`config.mk`:
```
export PLATFORM = sky130hd
export DESIGN_NAME = utf8_style_value_decoder
export DESIGN_NICKNAME = d
export VERILOG_FILES = /design/src/rtl/core/utf8d_pkg.sv /design/src/rtl/core/utf8_style_value_decoder.sv /design/src/rtl/core/utf8d_front.sv /design/src/rtl/core/utf8d_queue.sv /design/src/rtl/core/utf8d_back.sv
export SDC_FILE = /design/constraint.sdc
export NUM_CORES = 1
export LEC_CHECK = 0
export ABC_AREA = 1
export ABC_CLOCK_PERIOD_IN_PS = 10300
export CAP_MARGIN = 20
export CORE_MARGIN = 2
export CORE_UTILIZATION = 45
export CTS_BUF_LIST = sky130_fd_sc_hd__clkbuf_8 sky130_fd_sc_hd__clkbuf_16
export CTS_CLUSTER_SIZE = 30
export DETAILED_ROUTE_END_ITERATION = 10
export DONT_BUFFER_PORTS = 1
export PLACE_DENSITY = 0.59
export SLEW_MARGIN = 20
export SYNTH_ARGS = -nofsm -noshare
export SYNTH_HDL_FRONTEND = slang
export SYNTH_SLANG_ARGS = --single-unit
```
`constraint.sdc`:
```
create_clock -name clk -period 10.3 [get_ports clk]
set_input_delay 1.03 -clock clk [delete_from_list [all_inputs] [get_ports clk]]
set_output_delay 1.03 -clock clk [all_outputs]
set_load 0.02 [all_outputs]
```
`src/rtl/core/utf8d_pkg.sv`:
```
// utf8d_pkg: shared types, constants and the lead-byte length function
`timescale 1ns / 1ps

package utf8d_pkg;

    localparam int VALUE_W = 31;
    localparam int COUNT_W = 3;
    localparam int BYTE_W  = 8;

    localparam int MAX_SEQ_BYTES_DEFAULT = 6;
    localparam int QUEUE_DEPTH_DEFAULT   = 4;

    localparam logic [BYTE_W-1:0] CONT_MASK     = 8'h3F;
    localparam logic [BYTE_W-1:0] CONT_FLAG     = 8'h80;
    localparam logic [BYTE_W-1:0] LEAD_MASK_ALL = 8'hFF;

    localparam logic [COUNT_W-1:0] ONE_BYTE = 3'd1;

    typedef struct packed {
        logic [VALUE_W-1:0] value;
        logic [COUNT_W-1:0] count;
        logic               trunc;
    } res_t;

    // up to two results caused by one input item
    typedef struct packed {
        res_t first;
        res_t second;
        logic two;
    } entry_t;

    typedef struct packed {
        logic full;
        logic empty;
    } q_stat_t;

    // sequence length of a starting byte: its run of leading ones if that is 2 to max_len, else 1
    function automatic logic [COUNT_W-1:0] seq_len(input logic [BYTE_W-1:0] b,
                                                   input logic [3:0] max_len);
        logic [3:0] run;
        logic       stop;
        run  = 4'd0;
        stop = 1'b0;
        for (int i = BYTE_W - 1; i >= 0; i--)
        begin
            if (!stop && b[i])
                run = run + 4'd1;
            else
                stop = 1'b1;
        end
        if (run >= 4'd2 && run <= max_len)
            return run[COUNT_W-1:0];
        return ONE_BYTE;
    endfunction

endpackage

```
`src/rtl/core/utf8_style_value_decoder.sv`:
```
// utf8_style_value_decoder: top level of the six-byte utf-8 style value decoder
`timescale 1ns / 1ps

// Decodes a byte stream in the original six-byte UTF-8 form into values of up
// to 31 bits. One byte is accepted per cycle as long as the result queue has
// room; the front updates the pending sequence in the cycle the byte is taken
// and queues the zero, one or two results it causes. The back hands out one
// result per cycle from its output register while out_ready is high; an item
// that causes two results (a bad second byte followed by a raw or flushed
// value) holds the back until both are out. An accepted byte's first result
// passes a queue entry, then the output register. last_of_run is set on the
// final result of each input byte; a byte that causes no result gives none.
module utf8_style_value_decoder #(
    parameter int MAX_SEQ_BYTES = utf8d_pkg::MAX_SEQ_BYTES_DEFAULT,
    parameter int QUEUE_DEPTH   = utf8d_pkg::QUEUE_DEPTH_DEFAULT
) (
    input  logic                           clk,
    input  logic                           rst_n,
    input  logic                           in_valid,
    output logic                           in_ready,
    input  logic [utf8d_pkg::BYTE_W-1:0]   data_byte,
    input  logic                           end_of_stream,
    output logic                           out_valid,
    input  logic                           out_ready,
    output logic [utf8d_pkg::VALUE_W-1:0]  code_value,
    output logic [utf8d_pkg::COUNT_W-1:0]  byte_count,
    output logic                           truncated,
    output logic                           last_of_run
);

    utf8d_pkg::q_stat_t q_stat;
    utf8d_pkg::entry_t  push_entry;
    utf8d_pkg::entry_t  pop_entry;
    logic               push;
    logic               pop;

    utf8d_front #(
        .MAX_SEQ_BYTES(MAX_SEQ_BYTES)
    ) u_front (
        .clk          (clk),
        .rst_n        (rst_n),
        .in_valid     (in_valid),
        .in_ready     (in_ready),
        .data_byte    (data_byte),
        .end_of_stream(end_of_stream),
        .q_stat       (q_stat),
        .push         (push),
        .push_entry   (push_entry)
    );

    utf8d_queue #(
        .DEPTH(QUEUE_DEPTH)
    ) u_queue (
        .clk       (clk),
        .rst_n     (rst_n),
        .push      (push),
        .push_entry(push_entry),
        .pop       (pop),
        .pop_entry (pop_entry),
        .q_stat    (q_stat)
    );

    utf8d_back u_back (
        .clk        (clk),
        .rst_n      (rst_n),
        .q_stat     (q_stat),
        .pop_entry  (pop_entry),
        .pop        (pop),
        .out_valid  (out_valid),
        .out_ready  (out_ready),
        .code_value (code_value),
        .byte_count (byte_count),
        .truncated  (truncated),
        .last_of_run(last_of_run)
    );

endmodule

```
`src/rtl/core/utf8d_front.sv`:
```
// utf8d_front: accepts bytes, tracks the pending sequence and packs results per item
`timescale 1ns / 1ps

module utf8d_front #(
    parameter int MAX_SEQ_BYTES = utf8d_pkg::MAX_SEQ_BYTES_DEFAULT
) (
    input  logic                          clk,
    input  logic                          rst_n,
    input  logic                          in_valid,
    output logic                          in_ready,
    input  logic [utf8d_pkg::BYTE_W-1:0]  data_byte,
    input  logic                          end_of_stream,
    input  utf8d_pkg::q_stat_t            q_stat,
    output logic                          push,
    output utf8d_pkg::entry_t             push_entry
);

    logic [utf8d_pkg::COUNT_W-1:0] exp_len_reg, exp_len_next;
    logic [utf8d_pkg::COUNT_W-1:0] taken_reg, taken_next;
    logic [utf8d_pkg::VALUE_W-1:0] partial_reg, partial_next;
    logic [utf8d_pkg::BYTE_W-1:0]  lead_reg, lead_next;

    logic                          accept;
    logic [utf8d_pkg::COUNT_W-1:0] len;
    logic [3:0]                    shamt;
    logic [utf8d_pkg::BYTE_W-1:0]  lead_bits;
    logic [utf8d_pkg::COUNT_W-1:0] taken_inc;
    utf8d_pkg::res_t               r0, r1, rn;
    logic [1:0]                    cnt;

    assign in_ready = !q_stat.full;
    assign accept   = in_valid && in_ready;

    assign len       = utf8d_pkg::seq_len(data_byte, 4'(MAX_SEQ_BYTES));
    assign shamt     = {1'b0, len} + 4'd1;
    assign lead_bits = data_byte & (utf8d_pkg::LEAD_MASK_ALL >> shamt);
    assign taken_inc = taken_reg + 3'd1;

    always_comb
    begin
        exp_len_next = exp_len_reg;
        taken_next   = taken_reg;
        partial_next = partial_reg;
        lead_next    = lead_reg;
        r0           = '0;
        r1           = '0;
        rn           = '0;
        cnt          = 2'd0;

        if (exp_len_reg != '0 && !(taken_reg == 3'd1 && (data_byte & utf8d_pkg::CONT_FLAG) == '0))
        begin
            // continuation byte: append its low six bits
            partial_next = {partial_reg[utf8d_pkg::VALUE_W-7:0],
                            data_byte[5:0] & utf8d_pkg::CONT_MASK[5:0]};
            taken_next   = taken_inc;
            if (taken_inc >= exp_len_reg)
            begin
                rn = '{value: partial_next, count: exp_len_reg, trunc: 1'b0};
                r0 = rn;
                cnt = 2'd1;
                exp_len_next = '0;
                taken_next   = '0;
                partial_next = '0;
                lead_next    = '0;
            end
        end
        else
        begin
            if (exp_len_reg != '0)
            begin
                // bad second byte: lead goes out raw, this byte starts afresh
                rn = '{value: utf8d_pkg::VALUE_W'(lead_reg), count: utf8d_pkg::ONE_BYTE,
                       trunc: 1'b0};
                r0 = rn;
                cnt = 2'd1;
                exp_len_next = '0;
                taken_next   = '0;
                partial_next = '0;
                lead_next    = '0;
            end
            if (len == utf8d_pkg::ONE_BYTE)
            begin
                rn = '{value: utf8d_pkg::VALUE_W'(data_byte), count: utf8d_pkg::ONE_BYTE,
                       trunc: 1'b0};
                if (cnt == 2'd0)
                    r0 = rn;
                else
                    r1 = rn;
                cnt = cnt + 2'd1;
            end
            else
            begin
                exp_len_next = len;
                taken_next   = 3'd1;
                partial_next = utf8d_pkg::VALUE_W'(lead_bits);
                lead_next    = data_byte;
            end
        end

        // end of stream flushes whatever is still pending
        if (end_of_stream && exp_len_next != '0)
        begin
            rn = '{value: partial_next, count: taken_next, trunc: 1'b1};
            if (cnt == 2'd0)
                r0 = rn;
            else
                r1 = rn;
            cnt = cnt + 2'd1;
            exp_len_next = '0;
            taken_next   = '0;
            partial_next = '0;
            lead_next    = '0;
        end
    end

    assign push       = accept && (cnt != 2'd0);
    assign push_entry = '{first: r0, second: r1, two: (cnt == 2'd2)};

    always_ff @(posedge clk or negedge rst_n)
    begin
        if (!rst_n)
        begin
            exp_len_reg <= '0;
            taken_reg   <= '0;
            partial_reg <= '0;
            lead_reg    <= '0;
        end
        else if (accept)
        begin
            exp_len_reg <= exp_len_next;
            taken_reg   <= taken_next;
            partial_reg <= partial_next;
            lead_reg    <= lead_next;
        end
    end

endmodule

```
`src/rtl/core/utf8d_queue.sv`:
```
// utf8d_queue: small fifo of packed result entries between front and back
`timescale 1ns / 1ps

module utf8d_queue #(
    parameter int DEPTH = utf8d_pkg::QUEUE_DEPTH_DEFAULT
) (
    input  logic               clk,
    input  logic               rst_n,
    input  logic               push,
    input  utf8d_pkg::entry_t  push_entry,
    input  logic               pop,
    output utf8d_pkg::entry_t  pop_entry,
    output utf8d_pkg::q_stat_t q_stat
);

    localparam int PTR_W = (DEPTH > 1) ? $clog2(DEPTH) : 1;
    localparam int CNT_W = $clog2(DEPTH + 1);

    utf8d_pkg::entry_t mem_reg [DEPTH];

    logic [PTR_W-1:0] wr_ptr_reg, wr_ptr_next;
    logic [PTR_W-1:0] rd_ptr_reg, rd_ptr_next;
    logic [CNT_W-1:0] count_reg, count_next;
    logic             do_push, do_pop;

    assign q_stat.full  = (count_reg == CNT_W'(DEPTH));
    assign q_stat.empty = (count_reg == '0);
    assign do_push      = push && !q_stat.full;
    assign do_pop       = pop && !q_stat.empty;
    assign pop_entry    = mem_reg[rd_ptr_reg];

    always_comb
    begin
        wr_ptr_next = wr_ptr_reg;
        rd_ptr_next = rd_ptr_reg;
        count_next  = count_reg;
        if (do_push)
            wr_ptr_next = (wr_ptr_reg == PTR_W'(DEPTH - 1)) ? '0 : wr_ptr_reg + PTR_W'(1);
        if (do_pop)
            rd_ptr_next = (rd_ptr_reg == PTR_W'(DEPTH - 1)) ? '0 : rd_ptr_reg + PTR_W'(1);
        if (do_push && !do_pop)
            count_next = count_reg + CNT_W'(1);
        else if (do_pop && !do_push)
            count_next = count_reg - CNT_W'(1);
    end

    always_ff @(posedge clk or negedge rst_n)
    begin
        if (!rst_n)
        begin
            wr_ptr_reg <= '0;
            rd_ptr_reg <= '0;
            count_reg  <= '0;
        end
        else
        begin
            wr_ptr_reg <= wr_ptr_next;
            rd_ptr_reg <= rd_ptr_next;
            count_reg  <= count_next;
        end
    end

    always_ff @(posedge clk)
    begin
        if (do_push)
            mem_reg[wr_ptr_reg] <= push_entry;
    end

endmodule

```
`src/rtl/core/utf8d_back.sv`:
```
// utf8d_back: unpacks queue entries into single results behind an output register
`timescale 1ns / 1ps

module utf8d_back (
    input  logic                           clk,
    input  logic                           rst_n,
    input  utf8d_pkg::q_stat_t             q_stat,
    input  utf8d_pkg::entry_t              pop_entry,
    output logic                           pop,
    output logic                           out_valid,
    input  logic                           out_ready,
    output logic [utf8d_pkg::VALUE_W-1:0]  code_value,
    output logic [utf8d_pkg::COUNT_W-1:0]  byte_count,
    output logic                           truncated,
    output logic                           last_of_run
);

    logic            out_valid_reg;
    utf8d_pkg::res_t out_res_reg;
    logic            out_last_reg;
    logic            pend_valid_reg;
    utf8d_pkg::res_t pend_res_reg;
    logic            advance;

    // output slot is free or its item leaves this cycle
    assign advance = !out_valid_reg || out_ready;
    assign pop     = advance && !pend_valid_reg && !q_stat.empty;

    always_ff @(posedge clk or negedge rst_n)
    begin
        if (!rst_n)
        begin
            out_valid_reg  <= 1'b0;
            pend_valid_reg <= 1'b0;
            out_res_reg    <= '0;
            out_last_reg   <= 1'b0;
            pend_res_reg   <= '0;
        end
        else if (advance)
        begin
            if (pend_valid_reg)
            begin
                out_valid_reg  <= 1'b1;
                out_res_reg    <= pend_res_reg;
                out_last_reg   <= 1'b1;
                pend_valid_reg <= 1'b0;
            end
            else if (!q_stat.empty)
            begin
                out_valid_reg  <= 1'b1;
                out_res_reg    <= pop_entry.first;
                out_last_reg   <= !pop_entry.two;
                pend_valid_reg <= pop_entry.two;
                pend_res_reg   <= pop_entry.second;
            end
            else
            begin
                out_valid_reg <= 1'b0;
            end
        end
    end

    assign out_valid   = out_valid_reg;
    assign code_value  = out_res_reg.value;
    assign byte_count  = out_res_reg.count;
    assign truncated   = out_res_reg.trunc;
    assign last_of_run = out_last_reg;

endmodule
```
Word level (Yosys, flattened, before mapping)
Memory sizes are Yosys's and may differ from the RTL's.
Index checks and enable logic that the tools add are counted.
W data, S select, Z words.
{ "classes": {"addsub": 15, "n_lt_le_gt_ge": 3, "eq_ne": 9, "shift": 1, "n_mux": 70, "bitwise_logic": 3, "reduce_logical": 45} }
{ "op_table": {"columns": ["cell", "n"], "rows": [
  ["$mux W35", 11],
  ["$mux W31", 5],
  ["$mux W3", 14],
  ["$mux W8", 5],
  ["$mux W12", 3],
  ["$add A4 B1 Y4 const B", 7],
  ["$mux W4", 7],
  ["$logic_and A1 B1 Y1", 19],
  ["$mux W1", 19],
  ["$logic_not A1 Y1", 14],
  ["$mux W2", 6],
  ["$add A2 B1 Y2 const B", 4],
  ["$and A8 B8 Y8", 1],
  ["$logic_not A8 Y1", 1],
  ["$shr A8 B4 Y8 const A", 1],
  ["$add A3 B1 Y3 const B", 2],
  ["$eq A2 B2 Y1 const B", 3],
  ["$eq A3 B1 Y1 const B", 2],
  ["$reduce_and A3 Y1", 2],
  ["$reduce_bool A3 Y1", 2],
  ["$add A3 B1 Y4 const B", 1],
  ["$ge A4 B2 Y1 const B", 1],
  ["$le A4 B3 Y1 const B", 1],
  ["$logic_not A2 Y1", 2],
  ["11 further kinds", 13]
]} }
{ "word_totals": {"ff_bits": 125, "mem_bits_rw": 284, "in_bits": 13, "output_inout_bits": 38, "elab_cells": 163, "mem_count": 1} }
{ "mem_list": {"columns": ["name", "words", "width", "rd", "rd_ports_with_merged_regs", "wr", "line", "source"], "rows": [
  ["u_queue.mem_reg", 4, 71, 1, 0, 1, "utf8d_queue.sv:19", "utf8d_pkg::entry_t mem_reg [DEPTH];"]
]} }

Longest topological paths before layout
Gate-level depths: netlist (run 1).
{ "logic_depth": {"ltp_word": 37, "depth_mapped": 50, "ltp_nobuf": 50} }

Hierarchy
A second synthesis (run 1) with hierarchy kept.
{ "hier_totals": {"cells_unflattened": 1863, "hier_area_um2": 19074.5} }
{ "modules_own_cells": {"columns": ["mod", "instances", "cells_each", "area_each_um2", "seq_area_each_um2"], "rows": [
  ["utf8d_queue", 1, 889, 12156.7, 8703.3],
  ["utf8d_front", 1, 547, 3606.0, 1126.1],
  ["utf8d_back", 1, 427, 3311.9, 1826.8]
]} }

Least setup slack after synthesis (run 1)
No wires, ideal clock.
{ "synth_timing": {"path_type": "input port to flip-flop", "from": "input data_byte[6] (netlist bit)", "to": "memory u_queue.mem_reg[0][0] (netlist bit), enable pin", "setup_ns": 0.500, "arrival_time_ns": 8.552, "required_ns": 9.800, "slack_ns": 1.248, "cell_stages": 38, "path_buffers": 0, "path_cell_list": "nand2_1 inv_1 ha_1 inv_1 nand2_1 nand2_1 inv_1 ha_1 inv_1 nand3_1 nand2_1 inv_1 ha_1 nand2_1 nand2_1 ha_1 or2_2 nand2_1 [2 not listed] nand2_1 nand2_1 ha_1 or2_1 nand3_2 nand2_1 inv_2 nand2_4 inv_1 ha_1 o21ai_0 ha_1 inv_1 nand3_1 nand2_1 nand2_2 nand2_2 nor2_1"} }
{ "synth_between": {"elab_chain_len": 35, "word_cells_on_any_way": 52, "classes_between": "7 x add/sub; 2 x order compare; 1 x eq/ne; 23 x mux; 19 x reduce/logical"} }
{ "synth_rtl": {"columns": ["item", "line", "source"], "rows": [
  ["from (decl)", "utf8_style_value_decoder.sv:21", "input logic [utf8d_pkg::BYTE_W-1:0] data_byte,"],
  ["$logic_and A1 B1 Y1 (*)", "utf8d_pkg.sv:46", "if (!stop && b[i])"],
  ["parallel branches: the longest is 18 deep, another holds $add A4 B1 Y4", null, null],
  ["$mux W4 (*)", "utf8d_pkg.sv:46", null],
  ["$ge A4 B2 Y1 or $le A4 B3 Y1 (tied branches)", "utf8d_pkg.sv:51", "if (run >= 4'd2 && run <= max_len)"],
  ["$logic_and A1 B1 Y1", "utf8d_pkg.sv:51", null],
  ["$mux W1", "utf8d_pkg.sv:51", null],
  ["$mux W3 (*)", "utf8d_pkg.sv:53", "return ONE_BYTE;"],
  ["parallel branches: the longest is 5 deep, another holds $add A2 B1 Y2", null, null],
  ["$mux W2 (*)", "utf8d_front.sv:101", "if (end_of_stream && exp_len_next != '0)"],
  ["$reduce_bool A2 Y1 (*)", "utf8d_front.sv:116", "assign push = accept && (cnt != 2'd0);"],
  ["$logic_and A1 B1 Y1 (*)", "utf8d_front.sv:116", null],
  ["$logic_and A1 B1 Y1 (*)", "utf8d_queue.sv:28", "assign do_push = push && !q_stat.full;"],
  ["$mux W1 (*)", "utf8d_queue.sv:65", "if (do_push)"],
  ["$mux W1 (implied by the code) (*)", "utf8d_queue.sv:66", "mem_reg[wr_ptr_reg] <= push_entry;"],
  ["to (decl)", "utf8d_queue.sv:19", null]
]} }
Every way passes the cells marked *. The select of a mux whose other input is x is not followed.

Worst setup path after layout (run 1)
{ "layout_timing": {"from": "input data_byte[6] (netlist bit)", "to": "memory u_queue.mem_reg[2][54] (netlist bit), enable pin"} }
Same word-level chain as after synthesis.

==> results of run 1 <==
-- layout make-up --
cell class | instances | area (µm²) | share of cell area
Sequential cell | 409 | 11700 | 0.606
Multi-Input combinational cell | 989 | 5050 | 0.262
Clock buffer | 49 | 1180 | 0.0614
Tap cell | 518 | 648 | 0.0337
Inverter | 108 | 413 | 0.0215
Timing Repair Buffer | 20 | 181 | 0.00943
Clock inverter | 29 | 110 | 0.00572
-- worst reg2reg max path, cell delays in order, from the launching register on --
cell and delay (ps):
dfrtp_1 420, nor3_2 580, inv_1 210, nand2_1 490, nor2_2 170, buf_4 290
inv_1 270, o21ai_0 220, ha_1 340, inv_1 40, nand3_1 70, nand2_1 80
nand2_2 110, nand2_2 170, nor2_4 590, buf_4 490
-- cell usage after synthesis, types with 6 or more instances --
master,instances,area share
o22ai_1,129,0.046
nand2_4,7,0.0045
clkbuf_1,74,0.016
nand2_1,228,0.049
buf_2,7,0.0020
nand2_2,9,0.0032
nand3_1,37,0.011
inv_1,97,0.021
o21ai_1,14,0.0040
o21ai_0,167,0.048
a22oi_1,28,0.012
a21oi_1,78,0.022
edfxtp_1,284,0.49
ha_1,20,0.014
nand4_1,6,0.0021
nor2_1,223,0.048
dfrtp_1,125,0.18
-- power groups by stage --
stage	Clock [mW]	Combinational (mW)	Sequential (mW)
3_3_place_gp	0	2.06	2.67
5_1_grt	1.51	2.33	2.69
6_report	1.42	2.08	2.65
4_1_cts	1.44	2.10	2.65
2_1_floorplan	0	1.51	2.62
3_5_place_dp	0	2.09	2.68
-- metrics by stage --
stage / util / hold slack [ps]
floorplan: - / 449
global placement: 0.464 / 464
detailed placement: 0.465 / 466
CTS: 0.498 / 159
global route: 0.499 / 155
finish: 0.499 / 184
-- worst max-delay path by stage --
stage | end | depth (start not counted)
floorplan | u_queue.mem_reg[0][0] | 38
global placement | u_queue.mem_reg[2][54] | 39
detailed placement | u_queue.mem_reg[2][55] | 39
CTS | u_queue.mem_reg[2][55] | 39
global route | u_queue.mem_reg[2][54] | 39
finish | u_queue.mem_reg[2][54] | 39
-- cells by family (layout without fill, tap and decap cells) --
| family | Yosys count | after routing | synth area share |
|---|---|---|---|
| muxes | 1 | 1 | 0.000643 |
| xor gates and xnor gates | 3 | 3 | 0.00150 |
| adders and majority gates | 21 | 21 | 0.0154 |
| AOI/OAI and AO/OA | 435 | 435 | 0.142 |
| DFF | 409 | 409 | 0.666 |
| buffers and inverters | 200 | 206 | 0.0474 |
| and+or+nand+nor | 529 | 529 | 0.127 |
-- routing by layer --
metal | GRT usage | vias to the layer above | routed length, µm | part of all wire
met5 | 0 | - | 0 | 0
met4 | 0.0614 | 0 | 1010 | 0.024
met3 | 0.0382 | 63 | 2340 | 0.055
met2 | 0.345 | 323 | 19800 | 0.47
met1 | 0.290 | 5890 | 19100 | 0.45
li1 | - | 5608 | - | -
==> results.ini, run 1 <==
[power]
ir_drop_uv=126
p_int_mw=3.72
seqPwrFrac=0.431
switching_share=0.394
leakage_nw=7.34
power_frac_clock=0.231
comb_power_share=0.338
p_per_area_mw_per_mm2=319
power_switching_mw=2.42
power_mw=6.14

[setup_path]
start_kind=primary input
worstPathArrival_ps=7180
crit_family=simple AND/OR/NAND/NOR gates
end_kind=flip-flop
crit_buf_inv=10
critPathKind=in -> reg
worst-r2r-cell-count=15
r2r_end=u_queue.mem_reg[2][54]
critical_path_required_ps=10490
cpMaxStageDelayCell=nor2_4
reg2reg_from=u_front.exp_len_reg[0]
r2r_setup_slack_ps=5390
crit_top_cell=nand2_1
critPathLaunch=data_byte[6]
cp_max_fo=28
critPathMaxStageDelay_ps=590

[final_layout]
nFillCells=3462
largest_reg_flops=284
antenna_cells=0
stdcell_area_mm2=0.0192
drive_gt1_frac=0.0773
final_nets=1605
final_cell_mix=edfxtp_1 (284), nand2_1 (228), nor2_1 (218), o21ai_0 (167), o22ai_1 (129)
layoutNonFillerInstCount=2122
final_common_cell=edfxtp_1
area_growth_pct=9.98

[routing]
routedWlPerCell_um=19.9
first_iter_violations=960
ant_nets=0
first_pass_iters=5
totalWireLength_mm=42.2
dr_total_vias=11900
drc=0
drt-vias-per-instance=5.60

[die]
coreArea_mm2=0.0386
die_area_mm2=0.0405
start_util=0.454
die_w_um=201
die_h_um=201
num_io_pins=51
row_count=72

[timing]
worst_pin_slew_ps=1100
fin_crit_ps=6990
min_period_over_period=0.679
setup_ws_ps=3310
hold_viol_final=0
finClkSkew_ps=12.1
setup_violations=0
fin_setup_tns_ps=0
drv_slew=0
relSlewSlack=0.268
rsz0062_at_grt=false
max_freq_mhz=143

[clock_network]
cts_tree=yes
cts_buffers=43
root_buffer=clkbuf_16
clk_latency_ps=540
hold_buffers=0
cts.path.max_buffers=3
htreeDepth=2
cts_sinks=409
path_clk_slew_ps=60
postCtsSetupRepairBufs=0
cts_resized=0

[synth]
synth_edf_count=284
yosys_warnings=0
syn_nets=1632
synth_cell_types=48
synth_area_mm2=0.0175
synth-main-ff-cell=edfxtp_1
synthArstFlopShare=0.306
synth_cells=1598
synth_area_per_cell_um2=11.0
synth.ff_latch_count=409
synth.yosys.seq_area_share=0.666

[global_routing]
grt_overflow=0
grt_pass1_vias=11900
antenna_found_initial=1
grt_pass1_wl_mm=67.4
grt_use_total=0.211
grt_max_degree=126

[placed_design]
pre_cts_slack_ps=2740
gp_congestion=0.817
place_area_mm2=0.0179
post-place-cells=2043
dp_hpwl_mm=24.7
port_buffers=0

[run_status]
outcome=finished clean

[min_path]
hp-class=in -> async

[flow_run]
maxCapViolCount=0

Power figures use the tool's default switching activity.
==> run 2, diff against run 1 <==
ABC_AREA = 0   (was 1)
ABC_CLOCK_PERIOD_IN_PS = 6200   (was 10300)
PLACE_DENSITY = 0.61   (was 0.59)
clock period = 6.2 ns   (was 10.3 ns; I/O delays follow)
==> run 2 against run 1 <==
Sequential power increased by 57%; critical path depth decreased by 4; final area up 9.7%; synthesized cell count is 28% lower; hold slack worse by 120 ps; first-iteration DRC count shrank 14%; sequential share of layout area decreased by 5.4 points; worst setup slack lost 3300 ps; final cell count down 15%; via count down 15%; combinational power rose by 27%; critical path type unchanged; largest cell class unchanged.
==> results.ini, run 2 <==
[run_status]
outcome=finished clean

[die]
start_util=0.453
num_io_pins=51
row_count=72
die_area_mm2=0.0403
die_h_um=201
die_w_um=201
coreArea_mm2=0.0385

[global_routing]
grt_pass1_wl_mm=60.9
antenna_found_initial=0
grt_max_degree=126
grt_overflow=0
grt_pass1_vias=10500
grt_use_total=0.193

[synth]
post-synth-top-area-fraction=0.489
yosys_warnings=0
synth_common_cells=edfxtp_1 (284), nand2_1 (174), dfrtp_1 (125)
synth_edf_count=284
synth_area_mm2=0.0174
synth-main-ff-cell=edfxtp_1
yosys.area.top_type=edfxtp_1
synth_area_leaders=edfxtp_1 (49%), dfrtp_1 (18%), mux4_2 (9.2%)
synthArstFlopShare=0.306
synth.yosys.seq_area_share=0.669
synth_area_per_cell_um2=15.1
synth_cells=1152
synth.ff_latch_count=409
syn_nets=1186
synth_cell_types=81
synth.most_common_cell=edfxtp_1

[flow_run]
maxCapViolCount=0

[timing]
setup_ws_ps=29.3
fin_crit_ps=6170
finClkSkew_ps=19.1
max_freq_mhz=162
hold_viol_final=0
drv_slew=0
min_period_over_period=0.995
worst_pin_slew_ps=884
rsz0062_at_grt=true
relSlewSlack=0.410
setup_violations=0

[placed_design]
port_buffers=0
gp_congestion=0.839
dp_hpwl_mm=23.7
pre_cts_slack_ps=-649

[final_layout]
area_growth_pct=21.2
final_nets=1280
multi_input_area_mm2=0.00561
seq_area_mm2=0.0117
final_util=0.549
largest_reg_flops=284
drive_gt1_frac=0.278
final_common_cell=edfxtp_1
antenna_cells=0
nFillCells=3081
final_cell_mix=edfxtp_1 (284), nand2_1 (173), dfrtp_1 (122), mux4_2 (71), clkbuf_16 (65)

[setup_path]
cpMaxStageDelayCell=fa_2
cp_max_fo=11
critical_path_required_ps=6610
end_kind=flip-flop
critPathKind=in -> reg
critPathMaxStageDelay_ps=410
worstPathArrival_ps=6580
start_kind=primary input

[clock_network]
path_clk_slew_ps=60
cts_tree=yes
cts_buffers=41
cts.path.max_buffers=3
clk_latency_ps=540
root_buffer=clkbuf_16
htreeDepth=2
cts_sinks=409

[power]
leakage_nw=7.91
p_per_area_mw_per_mm2=441
ir_drop_uv=205

[routing]
first_iter_violations=824
routedWlPerCell_um=22.5
totalWireLength_mm=40.5
ant_nets=0
first_pass_iters=5
drt-vias-per-instance=5.64
dr_total_vias=10100
drc=0

[min_path]
hp-class=in -> async

-- run 2: cell types whose count changed in the layout (fill, tap and decap cells not counted), moves of 21 or more --
| cell | delta |
|---|---|
| mux2i_1 | +39 |
| o22ai_1 | -128 |
| a21oi_1 | -69 |
| nor2_1 | -202 |
| o21ai_0 | -123 |
| mux4_2 | +71 |
| buf_12 | +21 |
| nand3_1 | -27 |
| and2_1 | +26 |
| buf_4 | +41 |
| inv_1 | -100 |
| nand2_1 | -55 |
| a22o_1 | +49 |
| nor2_2 | +22 |
-- run 2: metal layers --
metal | share of wire | global-route usage
met5 | 0 | 0
met2 | 0.52 | 0.328
met4 | 0.019 | 0.0505
met1 | 0.42 | 0.263
met3 | 0.044 | 0.0273
-- run 2: cell type report --
class / instances / area share
tap: 518 / 0.0307
multi-input combinational: 650 / 0.266
inverter: 23 / 0.00409
sequential: 409 / 0.552
clock inverter: 33 / 0.0140
timing repair buffer: 121 / 0.0825
clock buffer: 43 / 0.0510
-- run 2: per-stage QoR --
step	hold slack, ps	power [mW]	std cells	setup TNS (ps)	area (µm²)
final	65.8	9.31	1797	0	21100
after global placement	328	6.43	1668	-117730	18600
after detailed placement	328	6.48	1668	-178380	18600
after global routing	105	9.78	1797	-36430	21100
after CTS	101	9.02	1751	-80.0	20100
after floorplan	324	5.67	1152	-256230	17600
-- run 2: what timing repair did --
action / in CTS / in global routing
buffers inserted: 6 / 16
pin swaps: 17 / 18
cloned: 0 / 30
hold buffers: 1 / 0
setup endpoints to repair: 2 / 303
resized for setup: 3 / 41
hold endpoints to repair: 125 / 0
-- run 2: path summary, 6_finish.rpt --
path / startpoint / to / slack [ps] / depth (start not counted)
setup / recovery: data_byte[7] / u_queue.count_reg[1] / 30 / 35
hold / removal: rst_n / u_back.pend_res_reg[16] / 70 / 1
setup reg to reg: u_front.exp_len_reg[2] / u_queue.count_reg[2] / 2380 / 15
hold reg to reg: u_back.pend_res_reg[25] / u_back.pend_res_reg[25] / 470 / 2
max in group asynchronous: rst_n / u_queue.rd_ptr_reg[0] / 5590 / 1
min in group clk: end_of_stream / u_front.taken_reg[0] / 170 / 1
-- run 2: where the power goes --
group	switching (mW)	internal (mW)	leakage, nW
registers	0.545	3.60	4.26
logic	1.32	1.33	2.96
clock network	1.04	1.47	0.687
total	2.90	6.41	7.91
-- run 2: critical path, delay by kind of cell --
family                     cells  cell delay, ps
buffers and inverters          5             380
adders and majority gates      9            2360
xor gates and xnor gates       1             190
AOI/OAI and AO/OA             10            1420
and+or+nand+nor                5             660
muxes                          5             940
-- run 2: cell families after synthesis --
logic type / synth area share
flops: 0.669
simple gates: 0.0805
compound gates: 0.0861
mux: 0.119
buf+inv: 0.0253
fa+ha+maj: 0.0155
xor+xnor: 0.00531
==> run 3, diff against run 2 <==
BUFFER_PORTS_ARGS = -buffer_cell sky130_fd_sc_hd__buf_2   (was unset)
DONT_BUFFER_PORTS = unset   (was 1)
PLACE_DENSITY = 0.62   (was 0.61)
==> run 3 against run 2 <==
The flow now finishes with violations (negative setup slack); count of clock-buffer cells in the layout is 4 higher; clock skew is 3.1 ps lower; global-route usage is 0.25 points higher; flip-flop and latch count unchanged; combinational power grew 7%; power is 0.76% higher; die area stayed put; wire length rose by 0.77%; sequential power shrank 4%; worst setup slack got worse by 30 ps; first-iteration DRC count increased by 16%.
==> results.ini, run 3 (synthesis gave the netlist of run 2 again) <==
[setup_path]
end_kind=flip-flop
crit_buf_inv=5
critPathMaxStageDelay_ps=350
critPathKind=in -> reg
worstPathArrival_ps=6670
cp_max_fo=3
start_kind=primary input
critical_path_required_ps=6670
crit_top_cell=ha_4
cpMaxStageDelayCell=fa_2
crit_family=adder cells

[clock_network]
clk_latency_ps=540
hold_buffers=0
cts_buffers=41
root_buffer=clkbuf_16
cts.path.max_buffers=3
path_clk_slew_ps=60
cts_tree=yes
htreeDepth=2
cts_sinks=409

[final_layout]
antenna_cells=0
final_nets=1333
largest_reg_flops=284
area_growth_pct=21.9
drive_gt1_frac=0.303
final_cell_mix=edfxtp_1 (284), nand2_1 (173), dfrtp_1 (122), mux4_2 (71), buf_4 (70)
layoutNonFillerInstCount=1850
final_common_cell=edfxtp_1

[global_routing]
grt_use_total=0.195
antenna_found_initial=0
grt_max_degree=79
grt_overflow=0
grt_busiest_layer=met2
use_met3=0.0299
grt_pass1_wl_mm=61.0
grt_pass1_vias=10600
grt_util_met2=0.328
gr-usage-met1=0.269

[timing]
drv_slew=0
fin_crit_ps=6200
setup_ws_ps=-0.625
whs_ps=159
relSlewSlack=0.360
min_period_over_period=1.00
worst_pin_slew_ps=959
rsz0062_at_grt=true
max_freq_mhz=161
finClkSkew_ps=16.0
setup_violations=1
hold_viol_final=0

[placed_design]
pre_cts_slack_ps=-767
post-place-cells=1728
port_buffers=50
gp_congestion=0.832
dp_hpwl_mm=24.1

[routing]
routedWlPerCell_um=22.0
drt-vias-per-instance=5.63
ant_nets=0
first_iter_violations=958
dr_total_vias=10400
totalWireLength_mm=40.8
first_pass_iters=5
drc=0

[die]
die_area_mm2=0.0403
num_io_pins=51
die_h_um=201
start_util=0.453
die_w_um=201
row_count=72
coreArea_mm2=0.0385

[power]
power_switching_mw=2.90
switching_share=0.309
leakage_nw=8.12
p_per_area_mw_per_mm2=441
ir_drop_uv=168
power_mw=9.38
seqPwrFrac=0.426
comb_power_share=0.303
p_int_mw=6.48
power_frac_clock=0.272

[run_status]
violations=negative setup slack
outcome=finished, violations left

[min_path]
hp-class=in -> async

[flow_run]
maxCapViolCount=0

## run 3: cell count changes in the layout (fill, tap and decap cells not counted), sizes merged
cell	previous run	this run
buf	99	158
clkbuf	65	63
clkinv	16	9
clkinvlp	6	4
inv	29	34
## run 3: power by group through the flow
stage                     sequential, mW  clock [mW]  combinational (mW)
final                               3.99        2.55                2.84
after global routing                4.07        2.71                3.07
after CTS                           4.01        2.60                2.55
after detailed placement            4.06           0                2.52
after global placement              4.03           0                2.49
after floorplan                     3.98           0                1.69
## run 3: through the flow
step / cell area (µm²) / utilization / TNS, ps
after global routing: 21300 / 0.553 / -54990
after CTS: 20400 / 0.531 / -379
final: 21300 / 0.553 / -0.625
after global placement: 18900 / 0.492 / -186840
after detailed placement: 18900 / 0.492 / -249940
after floorplan: 17600 / - / -256230
## run 3: what timing repair did
action | in CTS | in global routing
gates resized for setup | 13 | 33
setup buffers | 7 | 19
setup endpoints to repair | 248 | 286
cloned | 0 | 23
pin swaps | 12 | 4
## run 3: area by class of cell
cell class | instances | area, µm²
inverters | 23 | 88.8
fillers | 3067 | 17200
clock inverters | 29 | 270
flip-flops and latches | 409 | 11700
well taps | 518 | 648
clock buffers | 47 | 1140
multi-input cells | 650 | 5590
repair buffers | 174 | 1860
## run 3: worst paths after layout
path                                    startpoint  cells past startpoint  slack, ps                       to
max                                   data_byte[7]                     36       -0.6     u_queue.count_reg[2]
min                                          rst_n                      1        160    u_back.code_value[16]
max reg2reg                 u_front.exp_len_reg[2]                     15       2460     u_queue.count_reg[2]
min reg2reg                u_back.pend_res_reg[23]                      2        470  u_back.pend_res_reg[23]
max in group asynchronous                    rst_n                      2       4760    u_queue.rd_ptr_reg[0]
min in group clk                     end_of_stream                      2        470     u_front.taken_reg[0]
## run 3: per-layer routing
layer / part of all wire / wire [µm]
met5: 0 / 0
met4: 0.022 / 903
met3: 0.049 / 1980
met2: 0.50 / 20200
met1: 0.43 / 17700
